## src/rtl/sfol_pkg.sv

```systemverilog
// Shared types and constants for the serial frame output latch.
// No dependencies; used by serial_frame_output_latch_core.
package sfol_pkg;

    // Received character codes
    localparam logic [7:0] CHAR_PERCENT = 8'h25;   // '%'
    localparam logic [7:0] CHAR_DOLLAR  = 8'h24;   // '$'
    localparam logic [7:0] CHAR_AT      = 8'h40;   // '@'
    localparam logic [7:0] CHAR_D       = 8'h44;   // 'D'
    localparam logic [7:0] CHAR_R       = 8'h52;   // 'R'
    localparam logic [7:0] CHAR_CR      = 8'h0D;
    localparam logic [7:0] CHAR_LF      = 8'h0A;

    // Register reset values
    localparam logic [7:0] STATION_ADDR_RST  = 8'h40;
    localparam logic [7:0] TIMEOUT_LIMIT_RST = 8'd10;

    // Configuration register indexes
    localparam int unsigned CFG_INDEX_W = 1;
    localparam logic [CFG_INDEX_W-1:0] REG_STATION_ADDR  = 1'b0;
    localparam logic [CFG_INDEX_W-1:0] REG_TIMEOUT_LIMIT = 1'b1;

    // Input action codes
    localparam logic ACT_BYTE = 1'b0;
    localparam logic ACT_TICK = 1'b1;

    // Body byte positions after the address
    localparam logic [2:0] IDX_HDR_D     = 3'd0;
    localparam logic [2:0] IDX_HDR_R     = 3'd1;
    localparam logic [2:0] IDX_CAP_FIRST = 3'd3;
    localparam logic [2:0] IDX_CAP_LAST  = 3'd5;
    localparam logic [2:0] IDX_LAST_DATA = 3'd6;

    // Frame phase, one-hot
    typedef enum logic [2:0] {
        PH_IDLE = 3'b001,
        PH_ADDR = 3'b010,
        PH_BODY = 3'b100
    } phase_t;

endpackage

```

## src/rtl/serial_frame_output_latch_core.sv

```systemverilog
// Top level of the serial frame output latch: frame parser, tick timeout, result register.
// Depends on sfol_pkg.
//
//  channel  direction  handshake            payload
//  s_       in         s_valid / s_ready    s_action, s_rx_byte
//  m_       out        m_valid / m_ready    m_pin_levels, m_indicator_on,
//                                           m_frame_accepted, m_line_active
//  cfg_     in         cfg_we (no wait)     cfg_index, cfg_wdata
//
// One request per cycle while s_ready is high; its result is loaded into the result register on accept.
// Throughput is set by the single result register: s_ready = !m_valid || m_ready.
// Synchronous active-low reset clears all control state and m_valid; the output payload registers are not reset.
// A stalled result holds the register and stops input accept until it is taken.
module serial_frame_output_latch_core (
    input  logic        aclk,
    input  logic        aresetn,
    input  logic        s_valid,
    output logic        s_ready,
    input  logic        s_action,
    input  logic [7:0]  s_rx_byte,
    output logic        m_valid,
    input  logic        m_ready,
    output logic [15:0] m_pin_levels,
    output logic        m_indicator_on,
    output logic        m_frame_accepted,
    output logic        m_line_active,
    input  logic        cfg_we,
    input  logic [sfol_pkg::CFG_INDEX_W-1:0] cfg_index,
    input  logic [7:0]  cfg_wdata
);

    logic [7:0]       station_addr_reg;
    logic [7:0]       timeout_limit_reg;

    sfol_pkg::phase_t phase_reg, phase_next;
    logic             addr_pend_reg, addr_pend_next;
    logic             start_arm_reg, start_arm_next;
    logic             end_arm_reg, end_arm_next;
    logic [2:0]       byte_idx_reg, byte_idx_next;
    logic [3:0]       cap_reg [3];
    logic [15:0]      nibbles_reg, nibbles_next;
    logic [7:0]       tick_reg, tick_next;
    logic             ind_reg, ind_next;
    logic             line_reg, line_next;
    logic             accepted_next;

    logic             m_valid_reg;
    logic [15:0]      m_pins_reg;
    logic             m_ind_reg;
    logic             m_acc_reg;
    logic             m_line_reg;

    logic             s_fire;
    logic [7:0]       tick_inc;

    assign s_ready = !m_valid_reg || m_ready;
    assign s_fire  = s_valid && s_ready;
    assign tick_inc = tick_reg + 8'd1;

    // Configuration writes
    always_ff @(posedge aclk) begin
        if (!aresetn) begin
            station_addr_reg  <= sfol_pkg::STATION_ADDR_RST;
            timeout_limit_reg <= sfol_pkg::TIMEOUT_LIMIT_RST;
        end else if (cfg_we) begin
            case (cfg_index)
                sfol_pkg::REG_STATION_ADDR:  station_addr_reg  <= cfg_wdata;
                sfol_pkg::REG_TIMEOUT_LIMIT: timeout_limit_reg <= cfg_wdata;
                default: ;
            endcase
        end
    end

    // Next state for one request: tick timeout, or frame advance, then start code, then end code
    always_comb begin
        phase_next     = phase_reg;
        addr_pend_next = addr_pend_reg;
        start_arm_next = start_arm_reg;
        end_arm_next   = end_arm_reg;
        byte_idx_next  = byte_idx_reg;
        nibbles_next   = nibbles_reg;
        tick_next      = tick_reg;
        ind_next       = ind_reg;
        line_next      = line_reg;
        accepted_next  = 1'b0;

        if (s_action == sfol_pkg::ACT_TICK) begin
            // count ticks, clear pins and indicator past the limit
            tick_next = tick_inc;
            if (tick_inc > timeout_limit_reg) begin
                tick_next    = 8'd0;
                nibbles_next = 16'd0;
                ind_next     = 1'b0;
            end
        end else begin
            case (phase_reg)
                sfol_pkg::PH_ADDR: begin
                    if (addr_pend_reg) begin
                        if (s_rx_byte == station_addr_reg) begin
                            phase_next    = sfol_pkg::PH_BODY;
                            byte_idx_next = 3'd0;
                        end else begin
                            phase_next = sfol_pkg::PH_IDLE;
                        end
                        addr_pend_next = 1'b0;
                    end else if (s_rx_byte == sfol_pkg::CHAR_AT) begin
                        addr_pend_next = 1'b1;
                    end
                end
                sfol_pkg::PH_BODY: begin
                    // check header, drop frame on mismatch
                    if (byte_idx_reg == sfol_pkg::IDX_HDR_D ||
                        byte_idx_reg == sfol_pkg::IDX_HDR_R) begin
                        if ((byte_idx_reg == sfol_pkg::IDX_HDR_D &&
                             s_rx_byte != sfol_pkg::CHAR_D) ||
                            (byte_idx_reg == sfol_pkg::IDX_HDR_R &&
                             s_rx_byte != sfol_pkg::CHAR_R)) begin
                            phase_next = sfol_pkg::PH_IDLE;
                            ind_next   = 1'b0;
                        end
                    end else if (byte_idx_reg >= sfol_pkg::IDX_LAST_DATA) begin
                        // last data byte: latch all four nibbles
                        nibbles_next  = {s_rx_byte[3:0], cap_reg[2], cap_reg[1], cap_reg[0]};
                        phase_next    = sfol_pkg::PH_IDLE;
                        tick_next     = 8'd0;
                        ind_next      = 1'b1;
                        accepted_next = 1'b1;
                    end
                    byte_idx_next = byte_idx_reg + 3'd1;
                end
                default: ;
            endcase

            // start code: '%' arms, a later '$' opens the frame
            if (start_arm_reg) begin
                if (s_rx_byte == sfol_pkg::CHAR_DOLLAR) begin
                    start_arm_next = 1'b0;
                    phase_next     = sfol_pkg::PH_ADDR;
                    byte_idx_next  = 3'd0;
                    line_next      = 1'b1;
                end
            end else if (s_rx_byte == sfol_pkg::CHAR_PERCENT) begin
                start_arm_next = 1'b1;
            end

            // end code: CR then LF drops line activity
            if (end_arm_reg) begin
                if (s_rx_byte == sfol_pkg::CHAR_LF) begin
                    end_arm_next = 1'b0;
                    line_next    = 1'b0;
                end
            end else if (s_rx_byte == sfol_pkg::CHAR_CR) begin
                end_arm_next = 1'b1;
            end
        end
    end

    // State registers
    always_ff @(posedge aclk) begin
        if (!aresetn) begin
            phase_reg     <= sfol_pkg::PH_IDLE;
            addr_pend_reg <= 1'b0;
            start_arm_reg <= 1'b0;
            end_arm_reg   <= 1'b0;
            byte_idx_reg  <= 3'd0;
            nibbles_reg   <= 16'd0;
            tick_reg      <= 8'd0;
            ind_reg       <= 1'b0;
            line_reg      <= 1'b0;
        end else if (s_fire) begin
            phase_reg     <= phase_next;
            addr_pend_reg <= addr_pend_next;
            start_arm_reg <= start_arm_next;
            end_arm_reg   <= end_arm_next;
            byte_idx_reg  <= byte_idx_next;
            nibbles_reg   <= nibbles_next;
            tick_reg      <= tick_next;
            ind_reg       <= ind_next;
            line_reg      <= line_next;
        end
    end

    // Capture low nibbles of body bytes three to five
    always_ff @(posedge aclk) begin
        if (s_fire && s_action == sfol_pkg::ACT_BYTE && phase_reg == sfol_pkg::PH_BODY &&
            byte_idx_reg >= sfol_pkg::IDX_CAP_FIRST &&
            byte_idx_reg <= sfol_pkg::IDX_CAP_LAST) begin
            cap_reg[2'(byte_idx_reg - sfol_pkg::IDX_CAP_FIRST)] <= s_rx_byte[3:0];
        end
    end

    // Result register: hold while stalled, load on accept
    always_ff @(posedge aclk) begin
        if (!aresetn) begin
            m_valid_reg <= 1'b0;
        end else if (s_fire) begin
            m_valid_reg <= 1'b1;
        end else if (m_ready) begin
            m_valid_reg <= 1'b0;
        end
    end

    always_ff @(posedge aclk) begin
        if (s_fire) begin
            m_pins_reg <= ~nibbles_next;
            m_ind_reg  <= ind_next;
            m_acc_reg  <= accepted_next;
            m_line_reg <= line_next;
        end
    end

    assign m_valid          = m_valid_reg;
    assign m_pin_levels     = m_pins_reg;
    assign m_indicator_on   = m_ind_reg;
    assign m_frame_accepted = m_acc_reg;
    assign m_line_active    = m_line_reg;

    // Checks
    a_acc_has_ind: assert property (@(posedge aclk) disable iff (!aresetn)
        m_valid_reg && m_acc_reg |-> m_ind_reg)
        else $error("frame accepted without indicator");

    a_tick_no_acc: assert property (@(posedge aclk) disable iff (!aresetn)
        s_fire && s_action == sfol_pkg::ACT_TICK |=> m_valid_reg && !m_acc_reg)
        else $error("tick reported a frame");

    a_last_byte_acc: assert property (@(posedge aclk) disable iff (!aresetn)
        s_fire && s_action == sfol_pkg::ACT_BYTE && phase_reg == sfol_pkg::PH_BODY &&
        byte_idx_reg >= sfol_pkg::IDX_LAST_DATA |=> m_acc_reg && m_pins_reg == ~nibbles_reg)
        else $error("last data byte did not latch outputs");

    a_stall_blocks: assert property (@(posedge aclk) disable iff (!aresetn)
        m_valid_reg && !m_ready |-> !s_ready)
        else $error("input taken while result stalled");

    a_reset_empty: assert property (@(posedge aclk)
        !aresetn |=> !m_valid_reg)
        else $error("result valid after reset");

endmodule

```

## config.mk

```make
export PLATFORM = sky130hd
export DESIGN_NAME = serial_frame_output_latch_core
export DESIGN_NICKNAME = d
export VERILOG_FILES = /design/src/rtl/sfol_pkg.sv /design/src/rtl/serial_frame_output_latch_core.sv
export SDC_FILE = /design/constraint.sdc
export NUM_CORES = 1
export LEC_CHECK = 0
export CAP_MARGIN = 20
export CORE_MARGIN = 3
export CORE_UTILIZATION = 35
export CTS_CLUSTER_DIAMETER = 150
export DETAILED_ROUTE_END_ITERATION = 12
export DONT_BUFFER_PORTS = 1
export SLEW_MARGIN = 20
export SYNTH_ARGS = -nofsm -noshare
export SYNTH_HDL_FRONTEND = slang
export SYNTH_SLANG_ARGS = --single-unit
```

## constraint.sdc

```tcl
create_clock -name aclk -period 3.4 [get_ports aclk]
set_input_delay 0.68 -clock aclk [delete_from_list [all_inputs] [get_ports aclk]]
set_output_delay 0.68 -clock aclk [all_outputs]
set_load 0.01 [all_outputs]
```

## After elaboration in Yosys (flattened, before gate mapping)

Memory sizes are Yosys's and may differ from the RTL's.
Index checks and enable logic that the tools add are counted.

| storage, ports and cells | value |
|---|---|
| flip-flop bits (word level) | 71 |
| bits in writable memories | 12 |
| input port bits | 23 |
| output and inout bits | 21 |
| word-level logic and storage cells | 108 |
| memories kept | 1 |

Memories:

| memory | depth | bits a word | rd ports | clocked after memory_dff | wr ports | line | text |
|---|---|---|---|---|---|---|---|
| cap_reg | 3 | 4 | 3 | 0 | 1 | serial_frame_output_latch_core.sv:40 | `logic [3:0] cap_reg [3];` |

| cells by class | value |
|---|---|
| add/subtract/negate cells | 3 |
| $lt $le $gt $ge | 4 |
| equality and inequality tests | 12 |
| muxes and demuxes | 47 |
| bitwise operators | 4 |
| reduce and logical (&&, ||, !) cells | 21 |

Operator list:

| cell | number |
|---|---|
| 16-bit two-way mux | 5 |
| 8-bit two-way mux | 5 |
| 3-bit two-way mux | 11 |
| 1-bit two-way mux | 24 |
| 8-bit by 4-bit == test with 1-bit output (second input constant) | 2 |
| 8-bit by 6-bit == test with 1-bit output (second input constant) | 2 |
| 8-bit by 7-bit inequality test with 1-bit output (second input constant) | 2 |
| 16-bit NOT | 1 |
| 3-bit one-hot mux with 2 select lines | 2 |
| 8-bit by 1-bit adder with 8-bit output (second input constant) | 1 |
| 8-bit by 7-bit == test with 1-bit output (second input constant) | 1 |
| 8-bit == test | 1 |
| 8-bit greater-than comparator | 1 |
| 1-bit logical AND | 7 |
| 2-bit AND reduction | 3 |
| 2-bit nonzero test | 3 |
| 4-bit AND reduction | 1 |
| 3-bit by 1-bit adder with 3-bit output (second input constant) | 1 |
| 3-bit by 1-bit == test with 1-bit output (second input constant) | 1 |
| 3-bit by 2-bit == test with 1-bit output (second input constant) | 1 |
| 3-bit == test (second input constant) | 1 |
| 3-bit by 2-bit >= comparator with 1-bit output (second input constant) | 1 |
| 3-bit >= comparator (second input constant) | 1 |
| 3-bit <= comparator (second input constant) | 1 |
| other kinds (8) | 12 |

## Longest topological paths before layout

Gate-level depths: netlist of the first run.

| depth | value |
|---|---|
| depth in word-level cells | 9 |
| mapped depth | 13 |
| mapped depth without buffers | 12 |

## Worst setup path before layout of the first run

Ideal clock, no wire load.

| path | value |
|---|---|
| path kind | flip-flop to flip-flop |
| start point | reg tick_reg[2] |
| end point | reg nibbles_reg[10] |
| library setup time | 0.115 ns |
| data arrival time | 2.471 ns |
| required time | 3.285 ns |
| setup slack | 0.814 ns |
| cell stages (with the launch flop) | 14 |
| path buffers | 1 |
| period minus slack after synthesis | 2.586 ns |
| cell sequence | dfxtp_1 -> nand3_1 -> inv_1 -> nand3_1 -> nor2_1 -> xor2_1 -> ha_1 -> nand4_1 -> nor2_1 -> a211oi_1 -> o21ai_1 -> clkbuf_2 -> and3_1 -> o21a_1 |

| on the way | value |
|---|---|
| longest elaborated chain between the ends | 4 |

Ends and longest elaborated chain:

| what | line | text |
|---|---|---|
| start, declared | serial_frame_output_latch_core.sv:42 | `logic [7:0] tick_reg, tick_next;` |
| start signal, assigned | serial_frame_output_latch_core.sv:177 | `tick_reg <= tick_next;` |
| 8-bit by 1-bit adder with 8-bit output | serial_frame_output_latch_core.sv:58 | `assign tick_inc = tick_reg + 8'd1;` |
| 8-bit greater-than comparator | serial_frame_output_latch_core.sv:90 | `if (tick_inc > timeout_limit_reg) begin` |
| 16-bit two-way mux | serial_frame_output_latch_core.sv:90 |  |
| 16-bit two-way mux | serial_frame_output_latch_core.sv:87 | `if (s_action == sfol_pkg::ACT_TICK) begin` |
| end signal, assigned | serial_frame_output_latch_core.sv:176 | `nibbles_reg <= nibbles_next;` |
| end, declared | serial_frame_output_latch_core.sv:41 | `logic [15:0] nibbles_reg, nibbles_next;` |

No other way between the ends.
A chain may end at the register's enable or synchronous reset.

## Worst setup path after layout of the first run

| path | value |
|---|---|
| start point | reg tick_reg[2] |
| end point | reg m_pins_reg[10] (netlist: m_pin_levels[10]), data pin |

| on the way | value |
|---|---|
| longest elaborated chain between the ends | 5 |

Ends and longest elaborated chain:

| what | line | text |
|---|---|---|
| 8-bit by 1-bit adder with 8-bit output | serial_frame_output_latch_core.sv:58 |  |
| 8-bit greater-than comparator | serial_frame_output_latch_core.sv:90 |  |
| 16-bit two-way mux | serial_frame_output_latch_core.sv:90 |  |
| 16-bit two-way mux | serial_frame_output_latch_core.sv:87 |  |
| 16-bit NOT | serial_frame_output_latch_core.sv:205 | `m_pins_reg <= ~nibbles_next;` |
| end signal, assigned | serial_frame_output_latch_core.sv:205 |  |
| end, declared | serial_frame_output_latch_core.sv:48 | `logic [15:0] m_pins_reg;` |

No other way between the ends.

==> results of run 1 <==
==> per-stage QoR <==
| step | power [uW] | setup slack [ns] | cells | util, % | hold WS, ns |
|---|---|---|---|---|---|
| finish | 1850 | 0.362 | 539 | 38.8 | 0.414 |
| global route | 1920 | 0.0135 | 539 | 38.8 | 0.383 |
| CTS | 1880 | 0.364 | 539 | 38.8 | 0.395 |
| detailed placement | 1160 | 0.369 | 523 | 37.0 | 0.457 |
| global placement | 1160 | 0.0646 | 523 | 37.0 | 0.450 |
| floorplan | 1150 | 0.814 | 400 | - | 0.434 |
==> cells in the final DEF (no fill, tap or decap), types with 3 or more instances in the layout <==
cell type  netlist  final
inv_1           16     16
nor2b_1          6      6
a221o_1          3      3
ha_1            15     15
xnor2_1          4      4
dfxtp_1         52     52
and3_1          15     15
nand3_1         20     20
clkbuf_8         0     10
a21boi_0        23     23
nor4b_1          3      3
nand4_1          6      6
nand2b_1         5      5
a21oi_1         19     19
nand2_1         54     54
xor2_1          10     10
o21a_1          15     15
a22o_1          10     10
and2_1           4      4
nor2_1          20     20
o21ai_0         10     10
o211ai_1         3      3
nor3b_1          3      3
nor3_1           4      4
edfxtp_1        31     31
a22oi_1          4      4
==> area by class of cell <==
cell class	count	area share (%)
flip-flops and latches	83	46.6
repair buffers	2	0.355
multi-input cells	282	42.8
clock inverters	4	1.21
clock buffers	12	3.43
inverters	16	1.42
well taps	140	4.14
==> cell families (layout without fill, tap and decap cells) <==
group | count (synthesis) | after routing | synth area share (%)
DFF | 83 | 83 | 50.2
AOI/OAI and AO/OA | 97 | 97 | 17.3
and+or+nand+nor | 153 | 153 | 20.0
adders and majority gates | 15 | 15 | 4.78
xor gates and xnor gates | 14 | 14 | 3.12
buffers and inverters | 35 | 34 | 3.85
muxes | 3 | 3 | 0.796
==> layer usage <==
layer / vias to the layer above / part of all wire, % / global-route usage [%] / wire length [um]
met2: 50 / 50 / 23.4 / 4260
met4: 0 / 1.6 / 5.93 / 136
met1: 1368 / 46 / 17.4 / 3920
met5: - / 0 / 0 / 0
li1: 1408 / - / - / -
met3: 11 / 3.3 / 3.37 / 287
==> worst paths after layout <==
| check | from | to | slack (ns) | cells past startpoint |
|---|---|---|---|---|
| worst min register to register | timeout_limit_reg[7] | timeout_limit_reg[7] | 0.46 | 2 |
| worst max-delay path | tick_reg[2] | m_pin_levels[10] | 0.36 | 12 |
| worst max register to register | tick_reg[2] | m_pin_levels[10] | 0.36 | 12 |
| worst min-delay path | s_rx_byte[2] | cap_reg[1][2] | 0.41 | 0 |
==> power groups by stage <==
stage	logic [uW]	registers [uW]	clock network [uW]
6_report	82.4	1060	713
2_1_floorplan	74.3	1080	0
3_5_place_dp	82.9	1080	0
4_1_cts	83.3	1060	734
5_1_grt	94.6	1060	769
3_3_place_gp	80.7	1080	0
==> results_dict.tcl, run 1 <==
set metrics [dict create \
    skew_ns 0.0124 \
    syn-num-nets 438 \
    swShare_pct 22.5 \
    clkPwrFrac_pct 38.5 \
    syn_to_final_growth_pct 7.61 \
    num_vias 2837 \
    vdd_drop_max_mv 0.162 \
    cts_tree "done" \
    pin_count 44 \
    critical_path.top_delay_family "simple AND/OR/NAND/NOR gates" \
    dp_hpwl_mm 5.94 \
    grt_overflow 0 \
    grt_max_degree 49 \
    cp_cell_sequence "nand3_1 -> inv_1 -> nand3_1 -> nor2_1 -> xor2_1 -> ha_1 -> nand4_1 -> nor2_1 -> a21oi_1 -> o21ai_2 -> and3_1 -> a21oi_1" \
    first_pass_iters 5 \
    drt_iter0_drc 178 \
    ctsLongestPathBuffers 2 \
    grt_pass1_wl_mm 14.1 \
    final-hold-violation-count 0 \
    drc_errors 0 \
    ys_types 50 \
    worstMarginPinSlew_ns 0.970 \
    synth_warnings 0 \
    via_per_inst 5.26 \
    drt-total-wl_mm 8.60 \
    hp-class "in2reg" \
    ys_ff_latch 83 \
    die_w_um 112 \
    power_density_mw_per_mm2 439 \
    ctsHoldBuffers 0 \
    fill_cells 1048 \
    finalCritPeriodShare_pct 89.4 \
    critPathMaxFanout 17 \
    cts_sinks 83 \
    critical_path_required_ns 3.48 \
    cts_setup_buffers 0 \
    cpPeakStageDelay_ns 0.61 \
    synth.area.top_cells "dfxtp_1, edfxtp_1, nand2_1" \
    clk_latency_ns 0.35 \
    io_buffers 0 \
    fin_area_sq_mm 0.00423 \
    routedWlPerCell_um 16.0 \
    die_h_um 112 \
    fmax_mhz 329 \
    maxSlewViolCount 0 \
    yosysTopAreaCell "dfxtp_1" \
    synthCells 400 \
    fin_tns_setup_ns 0 \
    rows 38 \
    p_leak_uw 0.00160 \
    seq_area_sq_mm 0.00197 \
    comb_power_share_pct 4.4 \
    p_int_uw 1440 \
    antenna_found_initial 0 \
    h-tree-depth 3 \
    antenna_cells 0 \
    numCtsBuffers 9 \
    rsz0062_at_grt "no" \
    grt_util_all_layers_pct 14.0 \
    maxCapViolCount 0 \
    power_frac_seq_pct 57.1 \
    syn_area_sq_mm 0.00393 \
    async_flop_share_pct 0 \
    worst_setup_path_start_kind "flop" \
    post_dp_cell_area_sq_mm 0.00403 \
    endpoint_kind "flop" \
    synth_top_area_share_pct 26.5 \
    ys.flop_type "dfxtp_1" \
    yosysSeqAreaShare_pct 50.2 \
    drive_gt1_share_pct 6.52 \
    finalSetupViolCount 0 \
    gp_congestion 0.773 \
    cp_slowest_cell "o21ai_2" \
    die_area_sq_mm 0.0125 \
    core_area_sq_mm 0.0109 \
    multi_input_area_sq_mm 0.00181 \
    min_period_ns 3.04 \
    cp_data_arrival_time_ns 3.12 \
    cts_resized 0 \
    status "complete, no violations" \
    path_class "reg2reg" \
    initial_utilization_pct 36.1 \
    path_buf_inv 1 \
    synth.most_common_cell "nand2_1" \
    grt_pass1_vias 2852 \
    synth_common_cells "nand2_1, dfxtp_1, edfxtp_1" \
    avgSynthCellArea_sq_um 9.82 \
    nets 432 \
    detail-route-antenna-nets 0 \
    p_switching_uw 417 \
    path_clk_slew_ns 0.09 \
    cts_root_buf "clkbuf_8" \
    relSlewSlack_pct 35.1 \
    synth_edf_count 31 \
]
(Power assumes the default switching activity.)
==> run 2: changes to the inputs <==
--- a/config.mk
+++ b/config.mk
@@ -5,7 +5,8 @@
 export SDC_FILE = /design/constraint.sdc
 export NUM_CORES = 1
 export LEC_CHECK = 0
-export CAP_MARGIN = 20
+export ABC_AREA = 1
+export CAP_MARGIN = 10
 export CORE_MARGIN = 3
 export CORE_UTILIZATION = 35
 export CTS_CLUSTER_DIAMETER = 150
==> run 2 against run 1 <==
Setup slack improved by 0.41 ns; first-iteration DRC count rose by 63%; flip-flop and latch count did not move; synthesized cell count up 48%; sequential share of layout area fell by 6.3 points; design area grew 16%; sequential power increased by 5%.
==> results_dict.tcl, run 2 <==
set metrics [dict create \
    rsz0062_at_grt "no" \
    hold_end "phase_reg[0]" \
    dpl.cell_count 740 \
    syn-num-nets 631 \
    yosysTopAreaCell "dfxtp_1" \
    layout_common_cells "nand2_1, inv_1, dfxtp_1, nand3_1, a21oi_1" \
    cts_resized 0 \
    ys.flop_type "dfxtp_1" \
    syn_area_sq_mm 0.00454 \
    rrSetupSlack_ns 0.77 \
    critical_path_required_ns 3.49 \
    dp_slack_ns 0.826 \
    core_area_sq_mm 0.0124 \
    ctsLongestPathBuffers 2 \
    fill_cells 1302 \
    stdcell_count 756 \
    ys_ff_latch 83 \
    status "complete, no violations" \
    io_buffers 0 \
    cts_sinks 83 \
    cts_tree "done" \
    grt_overflow 0 \
    skew_ns 0.00737 \
    synth_top_area_share_pct 22.9 \
    fin_ws_ns 0.767 \
    die_w_um 120 \
    p_switching_uw 543 \
    die_area_sq_mm 0.0144 \
    detail-route-antenna-nets 0 \
    first_pass_iters 4 \
    pin_count 44 \
    gp_congestion 0.841 \
    grt_util_all_layers_pct 15.0 \
    synth_edf_count 31 \
    critPathMaxFanout 24 \
    drt-total-wl_mm 10.3 \
    finalCritPeriodShare_pct 77.4 \
    numCtsBuffers 9 \
    p_leak_uw 0.00202 \
    async_flop_share_pct 0 \
    drc_errors 0 \
    routedWlPerCell_um 13.6 \
    avgSynthCellArea_sq_um 7.65 \
    drt_iter0_drc 291 \
    clk_latency_ns 0.34 \
    ys_types 40 \
    syn_to_final_growth_pct 7.75 \
    via_per_inst 4.88 \
    die_h_um 120 \
    worstMarginPinSlew_ns 0.583 \
    worstRegToRegCells 13 \
    hp-class "in2reg" \
    worst_setup_path_start_kind "flop" \
    synth.area.top_cells "dfxtp_1, edfxtp_1, nand2_1" \
    comb_power_share_pct 9.2 \
    dp_hpwl_mm 6.98 \
    h-tree-depth 3 \
    fmax_mhz 380 \
    synthCells 593 \
    maxCapViolCount 0 \
    clkPwrFrac_pct 40.0 \
    maxSlewViolCount 0 \
    min_period_ns 2.63 \
    synth_common_cells "nand2_1, inv_1, dfxtp_1" \
    yosysSeqAreaShare_pct 43.5 \
    mostFrequentLayoutCell "nand2_1" \
    synth_warnings 0 \
    grt_pass1_vias 3507 \
    cts_root_buf "clkbuf_16" \
    initial_utilization_pct 36.7 \
    grt_pass1_wl_mm 17.3 \
    path_clk_slew_ns 0.06 \
    power_density_mw_per_mm2 448 \
    antenna_found_initial 0 \
    power_frac_seq_pct 50.8 \
    swShare_pct 24.8 \
    fin_tns_setup_ns 0 \
    post_dp_cell_area_sq_mm 0.00463 \
    num_vias 3689 \
    final-hold-violation-count 0 \
    p_int_uw 1650 \
    relSlewSlack_pct 61.2 \
    cp_data_arrival_time_ns 2.72 \
    grt_max_degree 50 \
    min_path_cells 1 \
    drive_gt1_share_pct 7.99 \
    min-delay-start "aresetn" \
    synth.most_common_cell "nand2_1" \
    whs_ns 0.426 \
    fin_area_sq_mm 0.00489 \
    finalSetupViolCount 0 \
    cts_setup_buffers 0 \
    rows 40 \
    ctsHoldBuffers 0 \
    vdd_drop_max_mv 0.235 \
    path_class "reg2reg" \
    reg2reg_from "tick_reg[0]" \
    antenna_cells 0 \
    timing.rr.end "m_pin_levels[9]" \
    endpoint_kind "flop" \
    nets 621 \
]
-- run 2: cell count changes in the layout (fill, tap and decap cells not counted), moves of 15 or more --
cell and delta:
o21ai_0 +15, nand3_1 +30, inv_1 +63, and3_1 -15, nand2_1 +76, o21a_1 -15
a21boi_0 -23, o21ai_1 +23, a21oi_1 +29
-- run 2: per-stage QoR --
stage | power, uW | util (%)
2_1_floorplan | 1300 | -
3_3_place_gp | 1330 | 37.4
3_5_place_dp | 1340 | 37.4
4_1_cts | 2220 | 39.5
5_1_grt | 2300 | 39.5
6_report | 2190 | 39.5
-- run 2: worst max-delay path by stage --
stage,start,to,slack [ns]
6_report,tick_reg[0],m_pin_levels[9],0.77
5_1_grt,tick_reg[0],m_pin_levels[4],0.55
4_1_cts,tick_reg[0],m_pin_levels[9],0.81
3_5_place_dp,tick_reg[0],m_pin_levels[0],0.83
3_3_place_gp,tick_reg[0],m_pin_levels[11],0.91
2_1_floorplan,tick_reg[0],m_pin_levels[10],1.12
-- run 2: final cells by class --
cell class / count / area, sq um / area share (%)
tap: 168 / 210 / 4.30
timing repair buffer: 4 / 30.0 / 0.614
inverter: 87 / 332 / 6.78
clock buffer: 11 / 233 / 4.76
sequential: 83 / 1970 / 40.3
clock inverter: 5 / 30.0 / 0.614
multi-input combinational: 398 / 2080 / 42.6
-- run 2: cells by family after synthesis --
kind of cell	count (synthesis)	synth area share (%)
xor gates and xnor gates	8	1.54
buffers and inverters	112	10.8
AOI/OAI and AO/OA	113	13.8
adders and majority gates	15	4.14
DFF	83	43.5
and+or+nand+nor	262	26.3
-- run 2: power by group through the flow --
stage | sequential (uW) | combinational [uW] | clock [uW]
3_5_place_dp | 1130 | 202 | 0
6_report | 1110 | 202 | 876
5_1_grt | 1120 | 236 | 944
3_3_place_gp | 1130 | 197 | 0
2_1_floorplan | 1130 | 173 | 0
4_1_cts | 1110 | 203 | 904
-- run 2: per-layer routing --
layer / share of wire (%) / wire, um / vias to the layer above / GRT usage [%]
li1: - / - / 1919 / -
met1: 45 / 4620 / 1675 / 18.2
met2: 47 / 4810 / 87 / 25.8
met3: 7.0 / 721 / 8 / 4.85
met4: 0.96 / 98 / 0 / 3.87
met5: 0 / 0 / - / 0
-- run 2: worst max-delay path, cell delays in order, from the launching register on --
cell and delay [ns]:
dfxtp_1 0.38, ha_1 0.20, nand3_1 0.11, nand3b_1 0.19
xnor2_1 0.23, ha_1 0.27, nand2_1 0.08, nor2_1 0.06
nor2_1 0.08, nand3_1 0.10, nand2_1 0.07, buf_4 0.29
nand3_1 0.15, and2_1 0.17
